### src/tbl_pkg.sv
// tbl_pkg: shared types, constants, width tables and glyph mapping
// for the text block layout; no dependencies
package tbl_pkg;

  localparam int unsigned RegCount = 7;
  localparam int unsigned AddrWidth = 5;

  localparam logic [2:0] REG_ORIGIN_X    = 3'd0;
  localparam logic [2:0] REG_ORIGIN_Y    = 3'd1;
  localparam logic [2:0] REG_SLANT_DIV   = 3'd2;
  localparam logic [2:0] REG_FONT_NUMBER = 3'd3;
  localparam logic [2:0] REG_SMALL_FONT  = 3'd4;
  localparam logic [2:0] REG_LINE_HEIGHT = 3'd5;
  localparam logic [2:0] REG_PART_FILTER = 3'd6;

  localparam logic [7:0] CHAR_LEAD = 8'hC3;
  localparam logic [7:0] CHAR_CR   = 8'h0D;
  localparam logic [7:0] CHAR_LF   = 8'h0A;
  localparam logic [7:0] CHAR_BAR  = 8'h7C;
  localparam logic signed [9:0] CHAR_ZERO = 10'sd48;
  localparam logic [4:0] PART_ALL  = 5'h1F;
  localparam logic [6:0] CODE_HIGH = 7'd1;
  localparam int unsigned AccentBase = 15;
  localparam int unsigned AccentCount = 15;

  typedef enum logic [1:0] {
    PH_START = 2'd0,
    PH_HELD  = 2'd1,
    PH_KEEP  = 2'd2,
    PH_SKIP  = 2'd3
  } tbl_phase_e;

  typedef enum logic [2:0] {
    ST_IDLE,
    ST_DECODE,
    ST_BODY,
    ST_DIV,
    ST_OUT,
    ST_FINISH
  } tbl_state_e;

  typedef struct packed {
    logic signed [15:0] origin_x;
    logic signed [15:0] origin_y;
    logic signed [15:0] slant_divisor;
    logic [1:0]         font_number;
    logic               small_font;
    logic [7:0]         line_height;
    logic [4:0]         part_filter;
  } tbl_cfg_t;

  typedef struct packed {
    logic accept;
    logic decode;
    logic body;
    logic div_start;
    logic load_out;
    logic advance;
    logic finish;
  } tbl_cmd_t;

  typedef struct packed {
    logic nonempty;
    logic emit;
    logic flat;
    logic more;
    logic div_done;
    logic out_taken;
  } tbl_sts_t;

  localparam logic [3:0] WIDE_ROM [128] = '{
    4'd9, 4'd10, 4'd10, 4'd10, 4'd10, 4'd10, 4'd10, 4'd10,
    4'd10, 4'd10, 4'd10, 4'd10, 4'd10, 4'd10, 4'd10, 4'd8,
    4'd9, 4'd9, 4'd8, 4'd8, 4'd8, 4'd8, 4'd5, 4'd5,
    4'd8, 4'd8, 4'd8, 4'd9, 4'd8, 4'd8, 4'd10, 4'd10,
    4'd5, 4'd6, 4'd9, 4'd13, 4'd11, 4'd12, 4'd12, 4'd6,
    4'd6, 4'd6, 4'd12, 4'd12, 4'd5, 4'd9, 4'd6, 4'd9,
    4'd8, 4'd8, 4'd9, 4'd9, 4'd8, 4'd9, 4'd8, 4'd8,
    4'd9, 4'd9, 4'd6, 4'd6, 4'd8, 4'd9, 4'd10, 4'd11,
    4'd12, 4'd8, 4'd9, 4'd9, 4'd9, 4'd8, 4'd8, 4'd8,
    4'd9, 4'd4, 4'd8, 4'd9, 4'd8, 4'd10, 4'd9, 4'd9,
    4'd8, 4'd9, 4'd8, 4'd9, 4'd10, 4'd8, 4'd9, 4'd11,
    4'd9, 4'd8, 4'd10, 4'd7, 4'd10, 4'd7, 4'd13, 4'd13,
    4'd9, 4'd9, 4'd8, 4'd8, 4'd8, 4'd8, 4'd6, 4'd8,
    4'd8, 4'd4, 4'd6, 4'd8, 4'd4, 4'd12, 4'd8, 4'd8,
    4'd8, 4'd8, 4'd7, 4'd6, 4'd7, 4'd8, 4'd8, 4'd10,
    4'd8, 4'd8, 4'd7, 4'd6, 4'd6, 4'd6, 4'd10, 4'd0
  };

  localparam logic [3:0] SMALL_ROM [128] = '{
    4'd6, 4'd6, 4'd6, 4'd6, 4'd6, 4'd6, 4'd6, 4'd6,
    4'd6, 4'd6, 4'd6, 4'd6, 4'd5, 4'd6, 4'd6, 4'd7,
    4'd6, 4'd6, 4'd6, 4'd6, 4'd6, 4'd6, 4'd3, 4'd3,
    4'd6, 4'd6, 4'd6, 4'd6, 4'd6, 4'd6, 4'd5, 4'd5,
    4'd3, 4'd3, 4'd5, 4'd8, 4'd5, 4'd11, 4'd9, 4'd3,
    4'd4, 4'd4, 4'd6, 4'd6, 4'd3, 4'd4, 4'd3, 4'd6,
    4'd5, 4'd5, 4'd5, 4'd5, 4'd5, 4'd5, 4'd5, 4'd5,
    4'd5, 4'd5, 4'd3, 4'd3, 4'd7, 4'd6, 4'd7, 4'd6,
    4'd9, 4'd8, 4'd6, 4'd7, 4'd7, 4'd5, 4'd5, 4'd8,
    4'd7, 4'd2, 4'd4, 4'd7, 4'd5, 4'd10, 4'd7, 4'd8,
    4'd6, 4'd8, 4'd7, 4'd6, 4'd6, 4'd6, 4'd8, 4'd12,
    4'd7, 4'd6, 4'd6, 4'd3, 4'd5, 4'd3, 4'd6, 4'd8,
    4'd4, 4'd6, 4'd6, 4'd6, 4'd6, 4'd6, 4'd4, 4'd6,
    4'd6, 4'd2, 4'd3, 4'd5, 4'd2, 4'd10, 4'd6, 4'd6,
    4'd6, 4'd6, 4'd3, 4'd5, 4'd3, 4'd6, 4'd6, 4'd8,
    4'd6, 4'd6, 4'd5, 4'd4, 4'd6, 4'd4, 4'd7, 4'd0
  };

  localparam logic [7:0] ACCENT_ROM [AccentCount] = '{
    8'hBC, 8'hA0, 8'hA2, 8'hA9, 8'hA8, 8'hAB, 8'hAA, 8'hAF,
    8'hAE, 8'hB4, 8'hB9, 8'hBB, 8'hA4, 8'hB6, 8'hA7
  };

  function automatic logic [6:0] glyph_code(input logic [7:0] b);
    logic [6:0] c;
    c = b[7] ? CODE_HIGH : b[6:0];
    for (int i = 0; i < AccentCount; i++) begin
      if (b == ACCENT_ROM[i]) begin
        c = 7'(AccentBase + i);
      end
    end
    return c;
  endfunction

endpackage

### src/tbl_if.sv
// tbl_if: valid/ready channel interfaces for text bytes and glyph draws
// depends on nothing
interface tbl_in_if;
  logic       valid;
  logic       ready;
  logic [7:0] text_byte;
  logic       end_of_text;
  modport source(output valid, text_byte, end_of_text, input ready);
  modport sink(input valid, text_byte, end_of_text, output ready);
endinterface

interface tbl_out_if;
  logic               valid;
  logic               ready;
  logic [8:0]         glyph_index;
  logic               glyph_sheet;
  logic signed [15:0] glyph_x;
  logic signed [15:0] glyph_y;
  logic               last_of_run;
  modport source(output valid, glyph_index, glyph_sheet, glyph_x, glyph_y, last_of_run,
                 input ready);
  modport sink(input valid, glyph_index, glyph_sheet, glyph_x, glyph_y, last_of_run,
               output ready);
endinterface

### src/tbl_regs.sv
// tbl_regs: apb configuration register file
// depends on tbl_pkg
module tbl_regs (
  input  logic                            clk_i,
  input  logic                            rst_ni,
  input  logic                            psel,
  input  logic                            penable,
  input  logic                            pwrite,
  input  logic [tbl_pkg::AddrWidth-1:0]   paddr,
  input  logic [31:0]                     pwdata,
  output logic [31:0]                     prdata,
  output logic                            pready,
  output tbl_pkg::tbl_cfg_t               cfg_o
);

  tbl_pkg::tbl_cfg_t cfg_q, cfg_d;
  logic [2:0] idx;
  logic       wr;

  assign idx = paddr[4:2];
  assign wr = psel && penable && pwrite;
  assign pready = 1'b1;
  assign cfg_o = cfg_q;

  always_comb begin
    cfg_d = cfg_q;
    if (wr) begin
      case (idx)
        tbl_pkg::REG_ORIGIN_X:    cfg_d.origin_x = pwdata[15:0];
        tbl_pkg::REG_ORIGIN_Y:    cfg_d.origin_y = pwdata[15:0];
        tbl_pkg::REG_SLANT_DIV:   cfg_d.slant_divisor = pwdata[15:0];
        tbl_pkg::REG_FONT_NUMBER: cfg_d.font_number = pwdata[1:0];
        tbl_pkg::REG_SMALL_FONT:  cfg_d.small_font = pwdata[0];
        tbl_pkg::REG_LINE_HEIGHT: cfg_d.line_height = pwdata[7:0];
        tbl_pkg::REG_PART_FILTER: cfg_d.part_filter = pwdata[4:0];
        default: ;
      endcase
    end
  end

  always_comb begin
    case (idx)
      tbl_pkg::REG_ORIGIN_X:    prdata = {16'h0, cfg_q.origin_x};
      tbl_pkg::REG_ORIGIN_Y:    prdata = {16'h0, cfg_q.origin_y};
      tbl_pkg::REG_SLANT_DIV:   prdata = {16'h0, cfg_q.slant_divisor};
      tbl_pkg::REG_FONT_NUMBER: prdata = {30'h0, cfg_q.font_number};
      tbl_pkg::REG_SMALL_FONT:  prdata = {31'h0, cfg_q.small_font};
      tbl_pkg::REG_LINE_HEIGHT: prdata = {24'h0, cfg_q.line_height};
      tbl_pkg::REG_PART_FILTER: prdata = {27'h0, cfg_q.part_filter};
      default:                  prdata = 32'h0;
    endcase
  end

  always_ff @(posedge clk_i or negedge rst_ni) begin
    if (!rst_ni) begin
      cfg_q <= '{origin_x: 16'sd0, origin_y: 16'sd0, slant_divisor: 16'sd0,
                 font_number: 2'd0, small_font: 1'b0, line_height: 8'd16,
                 part_filter: tbl_pkg::PART_ALL};
    end else begin
      cfg_q <= cfg_d;
    end
  end

endmodule

### src/tbl_div.sv
// tbl_div: iterative signed 24 by 16 divider, one quotient bit per cycle,
// truncating toward zero; depends on nothing
module tbl_div (
  input  logic               clk_i,
  input  logic               rst_ni,
  input  logic               start_i,
  input  logic signed [23:0] dividend_i,
  input  logic signed [15:0] divisor_i,
  output logic               done_o,
  output logic [15:0]        quot_o
);

  logic        busy_q, busy_d, done_q, done_d;
  logic [4:0]  cnt_q, cnt_d;
  logic [23:0] a_q, a_d;
  logic [15:0] rem_q, rem_d, dmag_q, dmag_d;
  logic        neg_q, neg_d;
  logic [16:0] sh;
  logic        ge;

  assign sh = {rem_q, a_q[23]};
  assign ge = sh >= {1'b0, dmag_q};
  assign done_o = done_q;
  assign quot_o = neg_q ? 16'(-a_q) : a_q[15:0];

  always_comb begin
    busy_d = busy_q;
    done_d = 1'b0;
    cnt_d = cnt_q;
    a_d = a_q;
    rem_d = rem_q;
    dmag_d = dmag_q;
    neg_d = neg_q;
    if (start_i) begin
      busy_d = 1'b1;
      cnt_d = 5'd0;
      a_d = dividend_i[23] ? 24'(-dividend_i) : dividend_i;
      dmag_d = divisor_i[15] ? 16'(-divisor_i) : divisor_i;
      rem_d = 16'd0;
      neg_d = dividend_i[23] ^ divisor_i[15];
    end else if (busy_q) begin
      rem_d = ge ? 16'(sh - {1'b0, dmag_q}) : sh[15:0];
      a_d = {a_q[22:0], ge};
      cnt_d = cnt_q + 5'd1;
      if (cnt_q == 5'd23) begin
        busy_d = 1'b0;
        done_d = 1'b1;
      end
    end
  end

  always_ff @(posedge clk_i or negedge rst_ni) begin
    if (!rst_ni) begin
      busy_q <= 1'b0;
      done_q <= 1'b0;
      cnt_q <= 5'd0;
    end else begin
      busy_q <= busy_d;
      done_q <= done_d;
      cnt_q <= cnt_d;
    end
  end

  always_ff @(posedge clk_i) begin
    a_q <= a_d;
    rem_q <= rem_d;
    dmag_q <= dmag_d;
    neg_q <= neg_d;
  end

endmodule

### src/tbl_ctrl.sv
// tbl_ctrl: sequencing state machine for decode, glyph steps and line end
// depends on tbl_pkg
module tbl_ctrl (
  input  logic              clk_i,
  input  logic              rst_ni,
  input  logic              in_valid_i,
  output logic              in_ready_o,
  input  tbl_pkg::tbl_sts_t sts_i,
  output tbl_pkg::tbl_cmd_t cmd_o
);

  tbl_pkg::tbl_state_e state_q, state_d;

  always_comb begin
    state_d = state_q;
    case (state_q)
      tbl_pkg::ST_IDLE:   if (in_valid_i) state_d = tbl_pkg::ST_DECODE;
      tbl_pkg::ST_DECODE: state_d = sts_i.nonempty ? tbl_pkg::ST_BODY : tbl_pkg::ST_FINISH;
      tbl_pkg::ST_BODY: begin
        if (sts_i.emit) begin
          state_d = tbl_pkg::ST_DIV;
        end else begin
          state_d = sts_i.more ? tbl_pkg::ST_BODY : tbl_pkg::ST_FINISH;
        end
      end
      tbl_pkg::ST_DIV:    if (sts_i.flat || sts_i.div_done) state_d = tbl_pkg::ST_OUT;
      tbl_pkg::ST_OUT: begin
        if (sts_i.out_taken) begin
          state_d = sts_i.more ? tbl_pkg::ST_BODY : tbl_pkg::ST_FINISH;
        end
      end
      tbl_pkg::ST_FINISH: state_d = tbl_pkg::ST_IDLE;
      default:            state_d = tbl_pkg::ST_IDLE;
    endcase
  end

  always_comb begin
    cmd_o = '0;
    in_ready_o = 1'b0;
    case (state_q)
      tbl_pkg::ST_IDLE: begin
        in_ready_o = 1'b1;
        cmd_o.accept = in_valid_i;
      end
      tbl_pkg::ST_DECODE: cmd_o.decode = 1'b1;
      tbl_pkg::ST_BODY: begin
        cmd_o.body = 1'b1;
        cmd_o.div_start = sts_i.emit && !sts_i.flat;
      end
      tbl_pkg::ST_DIV:    cmd_o.load_out = sts_i.flat || sts_i.div_done;
      tbl_pkg::ST_OUT:    cmd_o.advance = sts_i.out_taken;
      tbl_pkg::ST_FINISH: cmd_o.finish = 1'b1;
      default: ;
    endcase
  end

  always_ff @(posedge clk_i or negedge rst_ni) begin
    if (!rst_ni) begin
      state_q <= tbl_pkg::ST_IDLE;
    end else begin
      state_q <= state_d;
    end
  end

endmodule

### src/tbl_dp.sv
// tbl_dp: layout datapath: line state, pen, glyph mapping, output register
// depends on tbl_pkg and tbl_div
module tbl_dp (
  input  logic               clk_i,
  input  logic               rst_ni,
  input  tbl_pkg::tbl_cfg_t  cfg_i,
  input  tbl_pkg::tbl_cmd_t  cmd_i,
  output tbl_pkg::tbl_sts_t  sts_o,
  input  logic [7:0]         text_byte_i,
  input  logic               end_of_text_i,
  output logic               out_valid_o,
  input  logic               out_ready_i,
  output logic [8:0]         glyph_index_o,
  output logic               glyph_sheet_o,
  output logic signed [15:0] glyph_x_o,
  output logic signed [15:0] glyph_y_o,
  output logic               last_of_run_o
);

  logic [7:0]  byte_q, held_q, held_d, b0_q, b0_d, b1_q, b1_d;
  logic        last_q, open_q, swallow_q, lead_q, has_q;
  tbl_pkg::tbl_phase_e phase_q, nph;
  logic [15:0] pen_q, ly_q;
  logic [23:0] slant_q;
  logic [1:0]  nb_q, nb_d;
  logic        idx_q, el_q, el_d, sk, nsw;
  logic [7:0]  yadd_q, yadd_d;
  logic [6:0]  code_q;
  logic        out_valid_q;
  logic [8:0]  gi_q;
  logic        gs_q, lr_q, glast_q;
  logic [15:0] gx_q, gy_q;

  tbl_pkg::tbl_phase_e ph;
  logic        sw, ld, hs, all, match, flat, emit, more, hs_after;
  logic signed [9:0] hd, pf10;
  logic [7:0]  cur;
  logic [6:0]  cur_code;
  logic signed [4:0] adv;
  logic        div_done;
  logic [15:0] quot;

  assign ph = open_q ? phase_q : tbl_pkg::PH_START;
  assign sw = open_q && swallow_q;
  assign ld = open_q && lead_q;
  assign hs = open_q && has_q;
  assign all = cfg_i.part_filter == tbl_pkg::PART_ALL;
  assign hd = $signed({2'b00, held_q}) - tbl_pkg::CHAR_ZERO;
  assign pf10 = {{5{cfg_i.part_filter[4]}}, cfg_i.part_filter};
  assign match = hd == pf10;
  assign flat = cfg_i.slant_divisor == 16'sd0;

  always_comb begin
    nph = ph;
    nsw = sw;
    held_d = held_q;
    sk = 1'b0;
    nb_d = 2'd0;
    b0_d = byte_q;
    b1_d = byte_q;
    el_d = 1'b0;
    yadd_d = 8'd0;
    if (sw && byte_q == tbl_pkg::CHAR_LF) begin
      nsw = 1'b0;
    end else if (byte_q == tbl_pkg::CHAR_CR || byte_q == tbl_pkg::CHAR_LF) begin
      el_d = 1'b1;
      nsw = byte_q == tbl_pkg::CHAR_CR;
    end else begin
      nsw = 1'b0;
      case (ph)
        tbl_pkg::PH_START: begin
          held_d = byte_q;
          nph = tbl_pkg::PH_HELD;
        end
        tbl_pkg::PH_HELD: begin
          if (byte_q == tbl_pkg::CHAR_BAR) begin
            if (all || match) begin
              sk = 1'b1;
              nph = tbl_pkg::PH_KEEP;
            end else begin
              nph = tbl_pkg::PH_SKIP;
            end
          end else if (all) begin
            sk = 1'b1;
            nph = tbl_pkg::PH_KEEP;
            nb_d = 2'd2;
            b0_d = held_q;
            b1_d = byte_q;
          end else begin
            nph = tbl_pkg::PH_SKIP;
          end
        end
        tbl_pkg::PH_KEEP: nb_d = 2'd1;
        default: ;
      endcase
      el_d = last_q;
    end
    hs_after = (hs && !sk) || (nb_d != 2'd0);
    if (el_d) begin
      case (nph)
        tbl_pkg::PH_START: if (all) yadd_d = {1'b0, cfg_i.line_height[7:1]};
        tbl_pkg::PH_HELD: begin
          if (all) begin
            sk = 1'b1;
            nb_d = 2'd1;
            b0_d = held_d;
            yadd_d = cfg_i.line_height;
          end
        end
        tbl_pkg::PH_KEEP: begin
          yadd_d = hs_after ? cfg_i.line_height : {1'b0, cfg_i.line_height[7:1]};
        end
        default: ;
      endcase
    end
  end

  assign cur = idx_q ? b1_q : b0_q;
  assign emit = lead_q || cur != tbl_pkg::CHAR_LEAD;
  assign more = !idx_q && nb_q == 2'd2;
  assign cur_code = tbl_pkg::glyph_code(cur);
  assign adv = cfg_i.small_font ? $signed({1'b0, tbl_pkg::SMALL_ROM[code_q]})
                                : $signed({1'b0, tbl_pkg::WIDE_ROM[code_q]}) - 5'sd1;

  assign sts_o.nonempty = nb_d != 2'd0;
  assign sts_o.emit = emit;
  assign sts_o.flat = flat;
  assign sts_o.more = more;
  assign sts_o.div_done = div_done;
  assign sts_o.out_taken = out_valid_q && out_ready_i;

  tbl_div u_div (
    .clk_i      (clk_i),
    .rst_ni     (rst_ni),
    .start_i    (cmd_i.div_start),
    .dividend_i (slant_q),
    .divisor_i  (cfg_i.slant_divisor),
    .done_o     (div_done),
    .quot_o     (quot)
  );

  always_ff @(posedge clk_i or negedge rst_ni) begin
    if (!rst_ni) begin
      open_q <= 1'b0;
      swallow_q <= 1'b0;
      lead_q <= 1'b0;
      has_q <= 1'b0;
      phase_q <= tbl_pkg::PH_START;
      held_q <= 8'd0;
      pen_q <= 16'd0;
      ly_q <= 16'd0;
      slant_q <= 24'd0;
      nb_q <= 2'd0;
      idx_q <= 1'b0;
      el_q <= 1'b0;
      out_valid_q <= 1'b0;
    end else begin
      if (cmd_i.decode) begin
        open_q <= 1'b1;
        if (!open_q) ly_q <= cfg_i.origin_y;
        phase_q <= nph;
        swallow_q <= nsw;
        held_q <= held_d;
        nb_q <= nb_d;
        el_q <= el_d;
        idx_q <= 1'b0;
        if (sk) begin
          pen_q <= cfg_i.origin_x;
          slant_q <= 24'd0;
          lead_q <= 1'b0;
          has_q <= 1'b0;
        end else begin
          lead_q <= ld;
          has_q <= hs;
        end
      end
      if (cmd_i.body) begin
        has_q <= 1'b1;
        lead_q <= !lead_q && cur == tbl_pkg::CHAR_LEAD;
        if (!emit) idx_q <= 1'b1;
      end
      if (cmd_i.load_out) out_valid_q <= 1'b1;
      if (cmd_i.advance) begin
        out_valid_q <= 1'b0;
        pen_q <= pen_q + {{11{adv[4]}}, adv};
        slant_q <= slant_q + {{19{adv[4]}}, adv};
        idx_q <= 1'b1;
      end
      if (cmd_i.finish) begin
        ly_q <= ly_q + {8'd0, yadd_q};
        if (el_q || last_q) begin
          phase_q <= tbl_pkg::PH_START;
          lead_q <= 1'b0;
          has_q <= 1'b0;
        end
        if (last_q) begin
          open_q <= 1'b0;
          swallow_q <= 1'b0;
        end
      end
    end
  end

  always_ff @(posedge clk_i) begin
    if (cmd_i.accept) begin
      byte_q <= text_byte_i;
      last_q <= end_of_text_i;
    end
    if (cmd_i.decode) begin
      b0_q <= b0_d;
      b1_q <= b1_d;
      yadd_q <= yadd_d;
    end
    if (cmd_i.body && emit) begin
      code_q <= cur_code;
      glast_q <= !more || b1_q == tbl_pkg::CHAR_LEAD;
    end
    if (cmd_i.load_out) begin
      gs_q <= cfg_i.small_font && flat;
      gi_q <= (cfg_i.small_font && flat) ? {2'b00, code_q} : {cfg_i.font_number, code_q};
      gx_q <= pen_q;
      gy_q <= flat ? ly_q : ly_q + quot;
      lr_q <= glast_q;
    end
  end

  assign out_valid_o = out_valid_q;
  assign glyph_index_o = gi_q;
  assign glyph_sheet_o = gs_q;
  assign glyph_x_o = gx_q;
  assign glyph_y_o = gy_q;
  assign last_of_run_o = lr_q;

endmodule

### src/text_block_layout_top.sv
// text_block_layout_top: one text byte per transaction, 0 to 2 glyph draws out.
// each draw is loaded into the output register; a slanted draw first waits on the
// divider for its quotient, while a flat draw does not start the divider.
// one byte is in work at a time; the next is taken after its draws are taken.
// reset: async active low, registers to defaults, line state cleared, no pass.
module text_block_layout_top (
  input  logic                          clk_i,
  input  logic                          rst_ni,
  tbl_in_if.sink                        in_ch,
  tbl_out_if.source                     out_ch,
  input  logic                          psel,
  input  logic                          penable,
  input  logic                          pwrite,
  input  logic [tbl_pkg::AddrWidth-1:0] paddr,
  input  logic [31:0]                   pwdata,
  output logic [31:0]                   prdata,
  output logic                          pready
);

  tbl_pkg::tbl_cfg_t cfg;
  tbl_pkg::tbl_cmd_t cmd;
  tbl_pkg::tbl_sts_t sts;

  tbl_regs u_regs (
    .clk_i   (clk_i),
    .rst_ni  (rst_ni),
    .psel    (psel),
    .penable (penable),
    .pwrite  (pwrite),
    .paddr   (paddr),
    .pwdata  (pwdata),
    .prdata  (prdata),
    .pready  (pready),
    .cfg_o   (cfg)
  );

  tbl_ctrl u_ctrl (
    .clk_i      (clk_i),
    .rst_ni     (rst_ni),
    .in_valid_i (in_ch.valid),
    .in_ready_o (in_ch.ready),
    .sts_i      (sts),
    .cmd_o      (cmd)
  );

  tbl_dp u_dp (
    .clk_i         (clk_i),
    .rst_ni        (rst_ni),
    .cfg_i         (cfg),
    .cmd_i         (cmd),
    .sts_o         (sts),
    .text_byte_i   (in_ch.text_byte),
    .end_of_text_i (in_ch.end_of_text),
    .out_valid_o   (out_ch.valid),
    .out_ready_i   (out_ch.ready),
    .glyph_index_o (out_ch.glyph_index),
    .glyph_sheet_o (out_ch.glyph_sheet),
    .glyph_x_o     (out_ch.glyph_x),
    .glyph_y_o     (out_ch.glyph_y),
    .last_of_run_o (out_ch.last_of_run)
  );

endmodule
### src/flat_wrapper.sv
// flat-port wrapper written by rule: the top's interface ports become plain ports
module text_block_layout_top_flat 
  (clk_i, rst_ni, psel, penable, pwrite, paddr, pwdata, prdata, pready, in_ch_valid, in_ch_text_byte, in_ch_end_of_text, in_ch_ready, out_ch_valid, out_ch_glyph_index, out_ch_glyph_sheet, out_ch_glyph_x, out_ch_glyph_y, out_ch_last_of_run, out_ch_ready);
  tbl_in_if in_ch_i ();
  tbl_out_if out_ch_i ();
  input  logic clk_i;
  input  logic rst_ni;
  input  logic psel;
  input  logic penable;
  input  logic pwrite;
  input  logic [tbl_pkg::AddrWidth-1:0] paddr;
  input  logic [31:0] pwdata;
  output logic [31:0] prdata;
  output logic pready;
  input wire logic [$bits(in_ch_i.valid)-1:0] in_ch_valid;
  input wire logic [$bits(in_ch_i.text_byte)-1:0] in_ch_text_byte;
  input wire logic [$bits(in_ch_i.end_of_text)-1:0] in_ch_end_of_text;
  output wire logic [$bits(in_ch_i.ready)-1:0] in_ch_ready;
  output wire logic [$bits(out_ch_i.valid)-1:0] out_ch_valid;
  output wire logic [$bits(out_ch_i.glyph_index)-1:0] out_ch_glyph_index;
  output wire logic [$bits(out_ch_i.glyph_sheet)-1:0] out_ch_glyph_sheet;
  output wire logic [$bits(out_ch_i.glyph_x)-1:0] out_ch_glyph_x;
  output wire logic [$bits(out_ch_i.glyph_y)-1:0] out_ch_glyph_y;
  output wire logic [$bits(out_ch_i.last_of_run)-1:0] out_ch_last_of_run;
  input wire logic [$bits(out_ch_i.ready)-1:0] out_ch_ready;
  assign in_ch_i.valid = in_ch_valid;
  assign in_ch_i.text_byte = in_ch_text_byte;
  assign in_ch_i.end_of_text = in_ch_end_of_text;
  assign in_ch_ready = in_ch_i.ready;
  assign out_ch_valid = out_ch_i.valid;
  assign out_ch_glyph_index = out_ch_i.glyph_index;
  assign out_ch_glyph_sheet = out_ch_i.glyph_sheet;
  assign out_ch_glyph_x = out_ch_i.glyph_x;
  assign out_ch_glyph_y = out_ch_i.glyph_y;
  assign out_ch_last_of_run = out_ch_i.last_of_run;
  assign out_ch_i.ready = out_ch_ready;
  text_block_layout_top u_core (.clk_i(clk_i), .rst_ni(rst_ni), .in_ch(in_ch_i), .out_ch(out_ch_i), .psel(psel), .penable(penable), .pwrite(pwrite), .paddr(paddr), .pwdata(pwdata), .prdata(prdata), .pready(pready));
endmodule
### config.mk
export PLATFORM = sky130hd
export DESIGN_NAME = text_block_layout_top_flat
export DESIGN_NICKNAME = d
export VERILOG_FILES = /design/src/tbl_pkg.sv /design/src/tbl_if.sv /design/src/tbl_regs.sv /design/src/tbl_div.sv /design/src/tbl_ctrl.sv /design/src/tbl_dp.sv /design/src/text_block_layout_top.sv /design/src/flat_wrapper.sv
export SDC_FILE = /design/constraint.sdc
export NUM_CORES = 1
export LEC_CHECK = 0
export BUFFER_PORTS_ARGS = -buffer_cell sky130_fd_sc_hd__buf_2
export CORE_MARGIN = 3
export CORE_UTILIZATION = 35
export CTS_CLUSTER_DIAMETER = 40
export CTS_CLUSTER_SIZE = 24
export DETAILED_ROUTE_END_ITERATION = 6
export PLACE_DENSITY = 0.48
export SKIP_CTS_REPAIR_TIMING = 1
export SLEW_MARGIN = 20
export SYNTH_ARGS = -nofsm -noshare
export SYNTH_HDL_FRONTEND = slang
export SYNTH_SLANG_ARGS = --single-unit
### constraint.sdc
create_clock -name clk_i -period 15.01 [get_ports clk_i]
set_clock_uncertainty 0.2 [all_clocks]
set_input_delay 0.7505 -clock clk_i [delete_from_list [all_inputs] [get_ports clk_i]]
set_output_delay 0.7505 -clock clk_i [all_outputs]
set_load 0.005 [all_outputs]
# Word level (Yosys, flattened, before mapping)

Memories as Yosys holds them, arrays and structs flattened.
Cells that the tools add are included.

Add/subtract/negate cells: 11
Multiply operators: 0
Div/mod/pow operators: 0
$lt $le $gt $ge: 2
Equal/unequal tests: 44
Shift-type cells: 0
Muxes and demuxes: 128
Bitwise operators: 2
Reductions and logical operators: 51

Operators by type and width:

| operator           | count |
|---|---|
| $mux 16            | 9 |
| $mux 24            | 6 |
| $eq 8x8->1 const B | 17 |
| $mux 8             | 14 |
| $pmux 16 s7        | 1 |
| $mux 1             | 50 |
| $mux 4             | 12 |
| $add 16x16->16     | 2 |
| $neg 16->16        | 2 |
| $mux 2             | 15 |
| $mux 3             | 10 |
| $mux 5             | 5 |
| $add 24x24->24     | 1 |
| $neg 24->24        | 1 |
| $pmux 8 s3         | 1 |
| $reduce_and 2->1   | 9 |
| $ge 17x16->1       | 1 |
| $add 16x8->16      | 1 |
| $eq 8x4->1 const B | 2 |
| $logic_not 16->1   | 1 |
| $reduce_or 16->1   | 1 |
| $sub 16x16->16     | 1 |
| $eq 3x3->1 const B | 5 |
| $mux 15            | 1 |
| other kinds (29)   | 70 |

Register bits after elaboration: 290
Latch bits: 0
Bits in writable memories: 0
Memory bits (read-only): 1024
Bits of input ports: 53
Output and inout port bits: 78
Logic and storage cells: 286
Memories: 2

Memories:

| name             | words | bits a word | rd ports | clocked after Yosys merged registers in | write ports | RTL line      | RTL |
|---|---|---|---|---|---|---|---|
| (name not given) | 128   | 4           | 1        | 0                                       | 0           | tbl_dp.sv:123 | `: $signed({1'b0, tbl_pkg::WIDE_ROM[code_q]}) - 5'sd1;` |
| (name not given) | 128   | 4           | 1        | 0                                       | 0           | tbl_dp.sv:122 | `assign adv = cfg_i.small_font ? $signed({1'b0, tbl_pkg::SMALL_ROM[code_q]})` |

# Longest topological paths before layout

Gate-level depths: netlist of run 1.

Depth after elaboration: 16
Gate-level depth with buffers: 24
Depth with buffers taken out: 23

# Modules after synthesis

Synthesis of run 1 repeated with hierarchy kept, for this count alone.

Cells, all modules: 1984
Area, all modules: 19347.3 µm²

Modules (own cells, without submodules):

| module   | times used | cells each | area each (µm²) | sequential area each (µm²) |
|---|---|---|---|---|
| tbl_dp   | 1          | 1195       | 11344.6         | 4399.2 |
| tbl_div  | 1          | 505        | 4513.1          | 1726.7 |
| tbl_regs | 1          | 246        | 3175.5          | 1609.0 |
| tbl_ctrl | 1          | 38         | 314.1           | 75.1 |

# Worst setup path before layout of run 1

No wires, ideal clock.

Path kind: register to register
Start point: register u_core.u_dp.code_q[1]
End point: register u_core.u_dp.slant_q[23]
Data arrival time: 5896 ps
Slack: 8834 ps
Stages on the path, launching flop included: 25
Period minus slack after synthesis: 6176 ps
Path through: edfxtp_1 -> clkbuf_1 -> inv_1 -> ha_1 -> clkbuf_1 -> nand2_1 -> a31oi_1 -> nor2_1 -> a31oi_1 -> mux4_2 -> ha_1 -> nand2b_1 -> a221oi_1 -> nand2_1 -> inv_1 -> ha_1 -> a21o_1 -> a21oi_1 -> nand2b_1 -> o211ai_1 -> o31ai_1 -> o41ai_1 -> o21ai_0 -> a211oi_1 -> mux2i_1

Word-level cells in the longest chain between the ends: 8

RTL lines:

| item                                      | RTL line                     | RTL |
|---|---|---|
| start: declaration                        | tbl_dp.sv:28                 | `logic [6:0] code_q;` |
| start signal: assignment                  | tbl_dp.sv:215                | `code_q <= cur_code;` |
| $not 7->8 (not written as such) *         | tbl_dp.sv:122, tbl_dp.sv:123 |  |
| $mem_v2 128x4                             | --                           |  |
| $mux 4 (not written as such) (2 in a row) | tbl_dp.sv:123                |  |
| $sub 4x1->5                               | tbl_dp.sv:123                |  |
| $mux 5 *                                  | tbl_dp.sv:122                |  |
| $add 24x24->24 *                          | tbl_dp.sv:186                | `slant_q <= slant_q + {{19{adv[4]}}, adv};` |
| $mux 24 *                                 | tbl_dp.sv:183                | `if (cmd_i.advance) begin` |
| end signal: assignment                    | tbl_dp.sv:186                |  |
| end: declaration                          | tbl_dp.sv:24                 | `logic [23:0] slant_q;` |

Mark *: on every way between the ends. The rest lies on a longest branch, timed or not. The select of a mux whose other input is x is not followed.
A chain may end at the register's enable or synchronous reset.

# Worst setup path after layout of run 1

Same ends and word-level chain as after synthesis.

==> results of run 1 <==
[layer usage]
layer	vias up	part of all wire, %	routed length (um)
met3	91	4.4	2330
met1	7277	49	26240
met2	359	44	23460
met5	-	0.024	13
li1	7235	-	-
met4	2	2.6	1388
[worst max-delay path by stage]
stage / startpoint / endpoint / depth (start not counted) / slack [ns]
floorplan: u_core.u_dp.code_q[1] / u_core.u_dp.slant_q[23] / 24 / 8.83
global placement: u_core.u_dp.code_q[1] / u_core.u_dp.slant_q[23] / 24 / 7.59
detailed placement: u_core.u_dp.code_q[1] / u_core.u_dp.slant_q[23] / 24 / 7.56
CTS: u_core.u_dp.code_q[1] / u_core.u_dp.slant_q[23] / 24 / 7.50
global route: u_core.u_dp.code_q[1] / u_core.u_dp.slant_q[23] / 24 / 6.78
finish: u_core.u_dp.code_q[1] / u_core.u_dp.slant_q[23] / 24 / 7.44
[layout make-up]
| cell class | count | area share [%] |
|---|---|---|
| inverter | 70 | 1.224 |
| multi-input combinational | 1463 | 46.29 |
| sequential | 290 | 36.38 |
| clock inverter | 37 | 2.133 |
| tap | 680 | 3.963 |
| timing repair buffer | 114 | 2.908 |
| clock buffer | 67 | 7.105 |
[sequential cells by signal, indices dropped and copies added (netlist names), 2 cells and up]
signal,flops
u_core.u_regs.cfg_o,64
u_core.u_dp.slant_q,24
u_core.u_dp.u_div.a_q,24
u_core.u_dp.glyph_x_o,16
u_core.u_dp.glyph_y_o,16
u_core.u_dp.ly_q,16
u_core.u_dp.pen_q,16
u_core.u_dp.u_div.dmag_q,16
u_core.u_dp.u_div.rem_q,16
u_core.u_dp.glyph_index_o,9
u_core.u_dp.b0_q,8
u_core.u_dp.b1_q,8
u_core.u_dp.byte_q,8
u_core.u_dp.held_q,8
u_core.u_dp.yadd_q,8
u_core.u_dp.code_q,7
u_core.u_dp.u_div.cnt_q,5
u_core.u_ctrl.state_q,3
u_core.u_dp.nb_q,2
u_core.u_dp.phase_q,2
[logic make-up after synthesis]
family                   after synthesis  share of synthesized area (%)
AND/OR/NAND/NOR                      556                          14.36
AO/OA/AOI/OAI                        548                          19.10
flip-flops                           290                          42.54
buffers and inverters                167                          3.837
multiplexers                         123                          7.414
XOR/XNOR                             118                          5.629
adder cells (fa/ha/maj)              101                          7.087
other                                  2                        0.04090
[critical path: stages (launching register included)]
cell                        delay (ns)
sky130_fd_sc_hd__edfxtp_1         0.84
sky130_fd_sc_hd__inv_1            0.32
sky130_fd_sc_hd__ha_1             0.38
sky130_fd_sc_hd__nand2b_1         0.13
sky130_fd_sc_hd__o21ai_0          0.09
sky130_fd_sc_hd__a221oi_1         0.26
sky130_fd_sc_hd__a31oi_1          0.08
sky130_fd_sc_hd__a211oi_1         0.26
sky130_fd_sc_hd__a21o_1           0.19
sky130_fd_sc_hd__ha_1             0.21
sky130_fd_sc_hd__nand2b_1         0.07
sky130_fd_sc_hd__a221oi_1         0.58
sky130_fd_sc_hd__nand2_1          0.33
sky130_fd_sc_hd__inv_1            0.58
sky130_fd_sc_hd__buf_4            0.37
sky130_fd_sc_hd__ha_1             0.33
sky130_fd_sc_hd__a211oi_1         0.23
sky130_fd_sc_hd__nor2_1           0.10
sky130_fd_sc_hd__o22ai_1          0.16
sky130_fd_sc_hd__a2bb2oi_1        0.17
sky130_fd_sc_hd__o31ai_1          0.12
sky130_fd_sc_hd__o41ai_1          0.65
sky130_fd_sc_hd__o21ai_0          0.27
sky130_fd_sc_hd__a211oi_1         0.31
sky130_fd_sc_hd__mux2i_1          0.23
[synth_stat cells (all sizes together) (8+ instances only)]
cell,number
or3,21
a221o,9
nand2b,30
nor4,9
o21a,10
a211oi,19
o211ai,16
xnor2,58
a21o,27
o31ai,20
xor2,60
o21bai,9
and3,17
nor3b,8
buf,39
inv,68
o22ai,26
edfxtp,125
nand2,155
a21oi,141
ha,96
or4,8
mux2,74
a22oi,15
nand4,15
nor2,167
dfxtp,16
o41ai,11
nand3,42
clkbuf,58
o22a,9
a31oi,18
dfrtp,143
o21ai,150
nor3,36
mux2i,46
nor2b,27
[through the flow]
step	total power [uW]	instances	utilization, %	worst slack [ns]
floorplan	2920	1920	-	8.834
global placement	3439	2617	37.75	7.585
detailed placement	3461	2617	37.75	7.559
CTS	4810	2721	41.59	7.495
global route	5146	2721	41.59	6.780
finish	4775	2721	41.59	7.439
[cell usage in the layout (no fill, tap or decap), drive strengths merged, types with 10 or more instances in the layout]
| cell type | n |
|---|---|
| and3 | 17 |
| a211oi | 19 |
| o31ai | 20 |
| dfrtp | 143 |
| o21a | 10 |
| buf | 114 |
| o21ai | 150 |
| a31oi | 18 |
| nand4 | 15 |
| ha | 96 |
| xor2 | 60 |
| a21oi | 141 |
| o211ai | 16 |
| xnor2 | 58 |
| edfxtp | 125 |
| nor3 | 36 |
| clkbuf | 67 |
| mux2i | 46 |
| o41ai | 11 |
| conb | 17 |
| a22oi | 15 |
| clkinv | 17 |
| nor2 | 167 |
| dfxtp | 16 |
| nand3 | 42 |
| mux2 | 74 |
| a21o | 27 |
| or3 | 21 |
| nor2b | 27 |
| nand2 | 155 |
| o22ai | 26 |
| nand2b | 30 |
| inv | 78 |
[power by group]
part / switching, uW / total (uW) / internal [uW] / leakage, uW
registers: 326 / 1490 / 1160 / 0.00317
logic: 1130 / 1970 / 846 / 0.00495
clock network: 445 / 1310 / 866 / 0.000972
==> reports/metrics.json, run 1 <==
{
  "yosys": {
    "netlist_cell_types": 84,
    "synth_area_leader_cell": "sky130_fd_sc_hd__edfxtp_1",
    "synth.area.top_cells": "sky130_fd_sc_hd__edfxtp_1 (20%), sky130_fd_sc_hd__dfrtp_1 (19%), sky130_fd_sc_hd__ha_1 (6.5%), sky130_fd_sc_hd__mux2_2 (4.5%), sky130_fd_sc_hd__o21ai_0 (4.1%)",
    "postSynthRegisterBits": 290,
    "post_synth.cell_area_avg_um2": 9.638,
    "ys_async_sr_fraction_pct": 51.38,
    "ys_seq_area_share_pct": 42.54,
    "dominantRegCellSynth": "sky130_fd_sc_hd__dfrtp_1",
    "yosysWarningCount": 0,
    "netlist.area_leader.share_pct": 20.44,
    "synthesized_cell_area_um2": 18360,
    "synth_cells": 1905,
    "synth-edff-count": 125
  },
  "route": {
    "routed-via-count": 14960,
    "drt_first_iter_violations": 1034,
    "route.detailed.vias_per_inst": 5.499,
    "firstDrtPassIters": 5,
    "routed_length_per_placed_instance_um": 19.64,
    "route.antenna.remaining_nets": 0,
    "detail_route.wirelength_mm": 53.43,
    "remaining_drc_errors": 0
  },
  "setup_path": {
    "r2r_start": "u_core.u_dp.code_q[1]",
    "worst-r2r-setup-slack_ns": 7.44,
    "critical_path_required_ns": 15.29,
    "reg2reg_to": "u_core.u_dp.slant_q[23]",
    "critical_path_launch_point_type": "flip-flop",
    "critical_path_arrival_ns": 7.85,
    "r2r_cells": 24,
    "timing.setup.critical_path_class": "flip-flop to flip-flop",
    "worstSetupEndpointType": "flip-flop",
    "worstPathMaxFanout": 21
  },
  "cts": {
    "cts_num_sinks": 290,
    "cts_root_buffer": "sky130_fd_sc_hd__clkbuf_16",
    "clk_latency_ns": 0.60,
    "cts.htree.levels": 2,
    "clockBufferDepth": 3,
    "cts_tree": "built",
    "cts_made_buffers": 55,
    "cts.reportedPaths.clkPinSlew_ns": 0.05
  },
  "timing": {
    "fin_setup_tns_ns": 0,
    "worst_hold_slack_ns": 0.07906,
    "final-hold-violation-count": 0,
    "min_period_ns": 7.571,
    "layout_worst_path_cycle_share_pct": 50.44,
    "worst_tran_pin_value_ns": 1.090,
    "grt_setup_unrepaired": "false",
    "endpoints_failing_setup": 0,
    "slew_headroom_pct": 27.16,
    "timing.final.max_slew_violations": 0,
    "fmaxAchievable_ghz": 0.1321
  },
  "die": {
    "num_io_pins": 131,
    "coreArea_um2": 51610,
    "die_width_um": 235.0,
    "floorplan.rows": 83,
    "start_util_pct": 35.57,
    "floorplan.die_area_um2": 55240,
    "die_height_um": 235.0
  },
  "grt": {
    "grt_overflow": 0,
    "use_met3_pct": 2.840,
    "first_global_vias": 14440,
    "globalRoute.busiestLayer": "met2",
    "global_route.usage.total_pct": 18.88,
    "pin_count_of_the_biggest_net_entering_global_routing": 85,
    "antenna_violations_before_repair": 1,
    "grt_first_pass_wirelength_mm": 84.03,
    "groute.layer.met2.usage_pct": 28.88,
    "grtUsageMet1_pct": 27.69
  },
  "status": {
    "outcome": "completed"
  },
  "min_path": {
    "hp-class": "input port to asynchronous set/reset pin"
  },
  "place": {
    "hpwl_mm": 38.38,
    "gp_routability_congestion": 0.8580,
    "detailed_place.area_um2": 19480,
    "place.port_buffers": 95
  },
  "cells_and_area": {
    "final_std_cell_area_no_fill_um2": 21470,
    "multiInputGateArea_um2": 9937,
    "area.sequential_um2": 7810,
    "nFillCells": 5028,
    "final_layout_size_suffix_gt1_share_pct": 15.53,
    "final_net_count": 2148,
    "diodes": 0,
    "layout-area-overhead-vs-synth_pct": 16.93
  },
  "power_and_ir_drop": {
    "total_leakage_power_uw": 0.009096,
    "ir_drop_mv": 0.1140,
    "areal_power_density_over_the_cells_nw_per_um2": 222.4
  },
  "job": {
    "cap_viol_max_count": 0
  }
}
Power figures use the tool's default switching activity.
==> run 2: changes to the inputs <==
- ABC_AREA: default -> 1
- clock period: 15.01 -> 7.2 ns (I/O delays scaled with it)
==> reports/metrics.json, run 2 <==
{
  "timing": {
    "worst_tran_pin_value": {"value": 1.050, "unit": "ns", "change": "-0.04017 ns"},
    "timing.final.max_slew_violations": {"value": 0, "change": "unchanged"},
    "fmaxAchievable": {"value": 0.1803, "unit": "GHz", "change": "+37%"},
    "grt_setup_unrepaired": "false",
    "slew_headroom": {"value": 29.83, "unit": "%", "change": "+2.7 points"},
    "fin_setup_tns": {"value": 0, "unit": "ns", "change": "unchanged"},
    "min_period": {"value": 5.545, "unit": "ns", "change": "-2.026 ns"},
    "endpoints_failing_setup": {"value": 0, "change": "unchanged"},
    "final-hold-violation-count": {"value": 0, "change": "unchanged"},
    "layout_worst_path_cycle_share": {"value": 77.02, "unit": "%", "change": "+27 points"}
  },
  "route": {
    "firstDrtPassIters": {"value": 5, "change": "unchanged"},
    "routed_length_per_placed_instance": {"value": 17.72, "unit": "um", "change": "-9.8%"},
    "remaining_drc_errors": {"value": 0, "change": "unchanged"},
    "drt_first_iter_violations": {"value": 1392, "change": "+35%"},
    "route.detailed.vias_per_inst": {"value": 5.146, "change": "-6.4%"},
    "routed-via-count": {"value": 17060, "change": "+14%"},
    "detail_route.wirelength": {"value": 58.76, "unit": "mm", "change": "+10%"},
    "route.antenna.remaining_nets": {"value": 0, "change": "unchanged"}
  },
  "yosys": {
    "ys_seq_area_share": {"value": 40.82, "unit": "%", "change": "-1.7 points"},
    "postSynthRegisterBits": {"value": 290, "change": "unchanged"},
    "synth_cells": {"value": 2453, "change": "+29%"},
    "yosysWarningCount": {"value": 0, "change": "unchanged"},
    "netlist_cell_types": {"value": 66, "change": "-21%"},
    "ys_async_sr_fraction": {"value": 51.38, "unit": "%", "change": "unchanged"},
    "synthesized_cell_area": {"value": 19130, "unit": "um^2", "change": "+4.2%"},
    "netlist.area_leader.share": {"value": 19.62, "unit": "%", "change": "-0.83 points"},
    "synth.top_cells.by_count": "sky130_fd_sc_hd__nand2_1 (614), sky130_fd_sc_hd__inv_1 (279), sky130_fd_sc_hd__o21ai_0 (256), sky130_fd_sc_hd__nand3_1 (158), sky130_fd_sc_hd__nor2_1 (153)",
    "synth.area.top_cells": "sky130_fd_sc_hd__edfxtp_1 (20%), sky130_fd_sc_hd__dfrtp_1 (19%), sky130_fd_sc_hd__nand2_1 (12%), sky130_fd_sc_hd__o21ai_0 (6.7%), sky130_fd_sc_hd__ha_1 (6.3%)",
    "synth_area_leader_cell": "sky130_fd_sc_hd__edfxtp_1",
    "post_synth.cell_area_avg": {"value": 7.800, "unit": "um^2", "change": "-19%"},
    "synth-edff-count": {"value": 125, "change": "unchanged"},
    "yosys.cell_count.top_type": "sky130_fd_sc_hd__nand2_1",
    "dominantRegCellSynth": "sky130_fd_sc_hd__dfrtp_1"
  },
  "setup_path": {
    "critical_path_launch_point_type": "flip-flop",
    "worstPathMaxFanout": {"value": 12, "change": "-43%"},
    "worstSetupEndpointType": "flip-flop",
    "timing.setup.critical_path_class": "flip-flop to flip-flop",
    "critical_path_arrival": {"value": 5.80, "unit": "ns", "change": "-2.05 ns"},
    "critical_path_required": {"value": 7.45, "unit": "ns", "change": "-7.84 ns"}
  },
  "die": {
    "floorplan.die_area": {"value": 57510, "unit": "um^2", "change": "+4.1%"},
    "num_io_pins": {"value": 131, "change": "unchanged"},
    "start_util": {"value": 35.48, "unit": "%", "change": "-0.088 points"},
    "coreArea": {"value": 53920, "unit": "um^2", "change": "+4.5%"},
    "die_height": {"value": 239.8, "unit": "um", "change": "+2.0%"},
    "die_width": {"value": 239.8, "unit": "um", "change": "+2.0%"},
    "floorplan.rows": {"value": 85, "change": "+2.4%"}
  },
  "place": {
    "gp_routability_congestion": {"value": 0.8696, "change": "+1.4%"},
    "place.port_buffers": {"value": 95, "change": "unchanged"},
    "hpwl": {"value": 44.16, "unit": "mm", "change": "+15%"}
  },
  "status": {
    "outcome": "completed"
  },
  "power_and_ir_drop": {
    "power_frac_seq": {"value": 31.0, "unit": "%", "change": "-0.2 points"},
    "netSwitchingPower": {"value": 4001, "unit": "uW", "change": "+110%"},
    "proportion_of_power_drawn_by_combinational_gates": {"value": 42.6, "unit": "%", "change": "+1.3 points"},
    "total_leakage_power": {"value": 0.01029, "unit": "uW", "change": "+13%"},
    "ir_drop": {"value": 0.1488, "unit": "mV", "change": "+31%"},
    "p_int": {"value": 5341, "unit": "uW", "change": "+86%"},
    "post-layout-total-power": {"value": 9342, "unit": "uW", "change": "+96%"},
    "power.share.switching": {"value": 42.83, "unit": "%", "change": "+3.1 points"},
    "part_of_the_total_power_dissipated_in_the_clock_network": {"value": 26.4, "unit": "%", "change": "-1.0 points"},
    "areal_power_density_over_the_cells": {"value": 420.0, "unit": "nW/um^2", "change": "+89%"}
  },
  "cts": {
    "clk_latency": {"value": 0.59, "unit": "ns", "change": "about the same"},
    "cts.reportedPaths.clkPinSlew": {"value": 0.05, "unit": "ns", "change": "about the same"},
    "cts_root_buffer": "sky130_fd_sc_hd__clkbuf_16",
    "cts_tree": "built",
    "cts_num_sinks": {"value": 290, "change": "unchanged"},
    "cts.htree.levels": {"value": 2, "change": "unchanged"},
    "cts_made_buffers": {"value": 52, "change": "-5.5%"},
    "clockBufferDepth": {"value": 3, "change": "unchanged"}
  },
  "grt": {
    "first_global_vias": {"value": 16440, "change": "+14%"},
    "pin_count_of_the_biggest_net_entering_global_routing": {"value": 76, "change": "-11%"},
    "grt_overflow": {"value": 0, "change": "unchanged"},
    "antenna_violations_before_repair": {"value": 0, "change": "-1"},
    "grt_first_pass_wirelength": {"value": 92.88, "unit": "mm", "change": "+11%"},
    "global_route.usage.total": {"value": 20.60, "unit": "%", "change": "+1.7 points"}
  },
  "job": {
    "cap_viol_max_count": {"value": 0, "change": "unchanged"}
  },
  "cells_and_area": {
    "largest_register_ff_count": {"value": 64, "change": "unchanged"},
    "most-common-layout-cells": "sky130_fd_sc_hd__nand2_1 (614), sky130_fd_sc_hd__inv_1 (278), sky130_fd_sc_hd__o21ai_0 (256), sky130_fd_sc_hd__nand3_1 (158), sky130_fd_sc_hd__nor2_1 (151)",
    "final_net_count": {"value": 2731, "change": "+27%"},
    "diodes": {"value": 0, "change": "unchanged"},
    "final_layout_size_suffix_gt1_share": {"value": 11.34, "unit": "%", "change": "-4.2 points"},
    "layout-area-overhead-vs-synth_pct": 16.25,
    "layout_commonest_cell": "sky130_fd_sc_hd__nand2_1"
  },
  "min_path": {
    "hp-class": "input port to flip-flop"
  }
}
## run 2: final timing paths
check | cells past startpoint | slack (ns) | start | end
setup / recovery | 22 | 1.65 | u_core.u_dp.code_q[1] | u_core.u_dp.slant_q[12]
hold / removal | 4 | 0.0005 | out_ch_ready | u_core.u_ctrl.state_q[2]
setup reg to reg | 22 | 1.65 | u_core.u_dp.code_q[1] | u_core.u_dp.slant_q[12]
hold reg to reg | 0 | 0.23 | u_core.u_dp.glast_q | u_core.u_dp.last_of_run_o
max in group asynchronous | 3 | 5.11 | rst_ni | u_core.u_regs.cfg_o[34]
min in group asynchronous | 2 | 0.22 | rst_ni | u_core.u_dp.u_div.cnt_q[0]
## run 2: per-stage QoR
step | setup slack, ns | hold slack, ns | area (um^2) | cells | util, %
finish | 1.655 | 0.0004590 | 22240 | 3316 | 41.25
floorplan | 2.525 | -0.1356 | 19190 | 2468 | -
global placement | 1.703 | 0.2045 | 20210 | 3192 | 37.49
global route | 0.9636 | 0.007061 | 22240 | 3316 | 41.25
CTS | 1.621 | -0.3293 | 21970 | 3289 | 40.75
detailed placement | 1.655 | 0.2220 | 20210 | 3192 | 37.49
## run 2: cells by family after synthesis
family,after synthesis,synth area share [%]
compound gates,527,15.73
xor+xnor,79,3.616
fa+ha+maj,101,6.801
buf+inv,381,8.331
flops,290,40.82
mux,2,0.1046
other cells,2,0.03925
simple gates,1071,24.56
## run 2: power groups by stage
| stage | Clock, uW | Sequential, uW | Combinational [uW] |
|---|---|---|---|
| 3_3_place_gp | 0 | 2910 | 3920 |
| 3_5_place_dp | 0 | 2920 | 3960 |
| 2_1_floorplan | 0 | 2690 | 3090 |
| 4_1_cts | 2530 | 2900 | 3990 |
| 5_1_grt | 2610 | 2970 | 4580 |
| 6_report | 2470 | 2900 | 3980 |
## run 2: routing by layer
layer	up-vias	track usage (%)	wire, um
met4	0	5.719	1432
met3	84	2.786	2828
met5	-	0	0
met2	441	31.00	24990
met1	8019	30.89	29510
li1	8519	-	-
## run 2: final cells by class
type	count	area, um^2
Sequential cell	290	7810
Tap cell	696	870.8
Clock inverter	41	430.4
Timing Repair Buffer	140	887.1
Clock buffer	56	1326
Multi-Input combinational cell	1797	9796
Inverter	296	1122
Fill cell	5444	31680
## run 2: critical path, stage by stage (launching register included)
cell                       delay [ns]
sky130_fd_sc_hd__edfxtp_1        0.63
sky130_fd_sc_hd__inv_1           0.29
sky130_fd_sc_hd__ha_1            0.28
sky130_fd_sc_hd__nand2_1         0.13
sky130_fd_sc_hd__nand3_1         0.17
sky130_fd_sc_hd__o21ai_0         0.26
sky130_fd_sc_hd__o22ai_1         0.15
sky130_fd_sc_hd__nand2_1         0.08
sky130_fd_sc_hd__nand2_1         0.09
sky130_fd_sc_hd__inv_1           0.09
sky130_fd_sc_hd__ha_1            0.18
sky130_fd_sc_hd__inv_1           0.05
sky130_fd_sc_hd__nor2_1          0.08
sky130_fd_sc_hd__nand3_1         0.35
sky130_fd_sc_hd__inv_1           0.49
sky130_fd_sc_hd__ha_1            0.36
sky130_fd_sc_hd__a21oi_1         0.19
sky130_fd_sc_hd__a21boi_0        0.25
sky130_fd_sc_hd__o21ai_0         0.18
sky130_fd_sc_hd__a21oi_1         0.30
sky130_fd_sc_hd__o21ai_0         0.23
sky130_fd_sc_hd__o21ai_0         0.31
sky130_fd_sc_hd__nand2_1         0.08
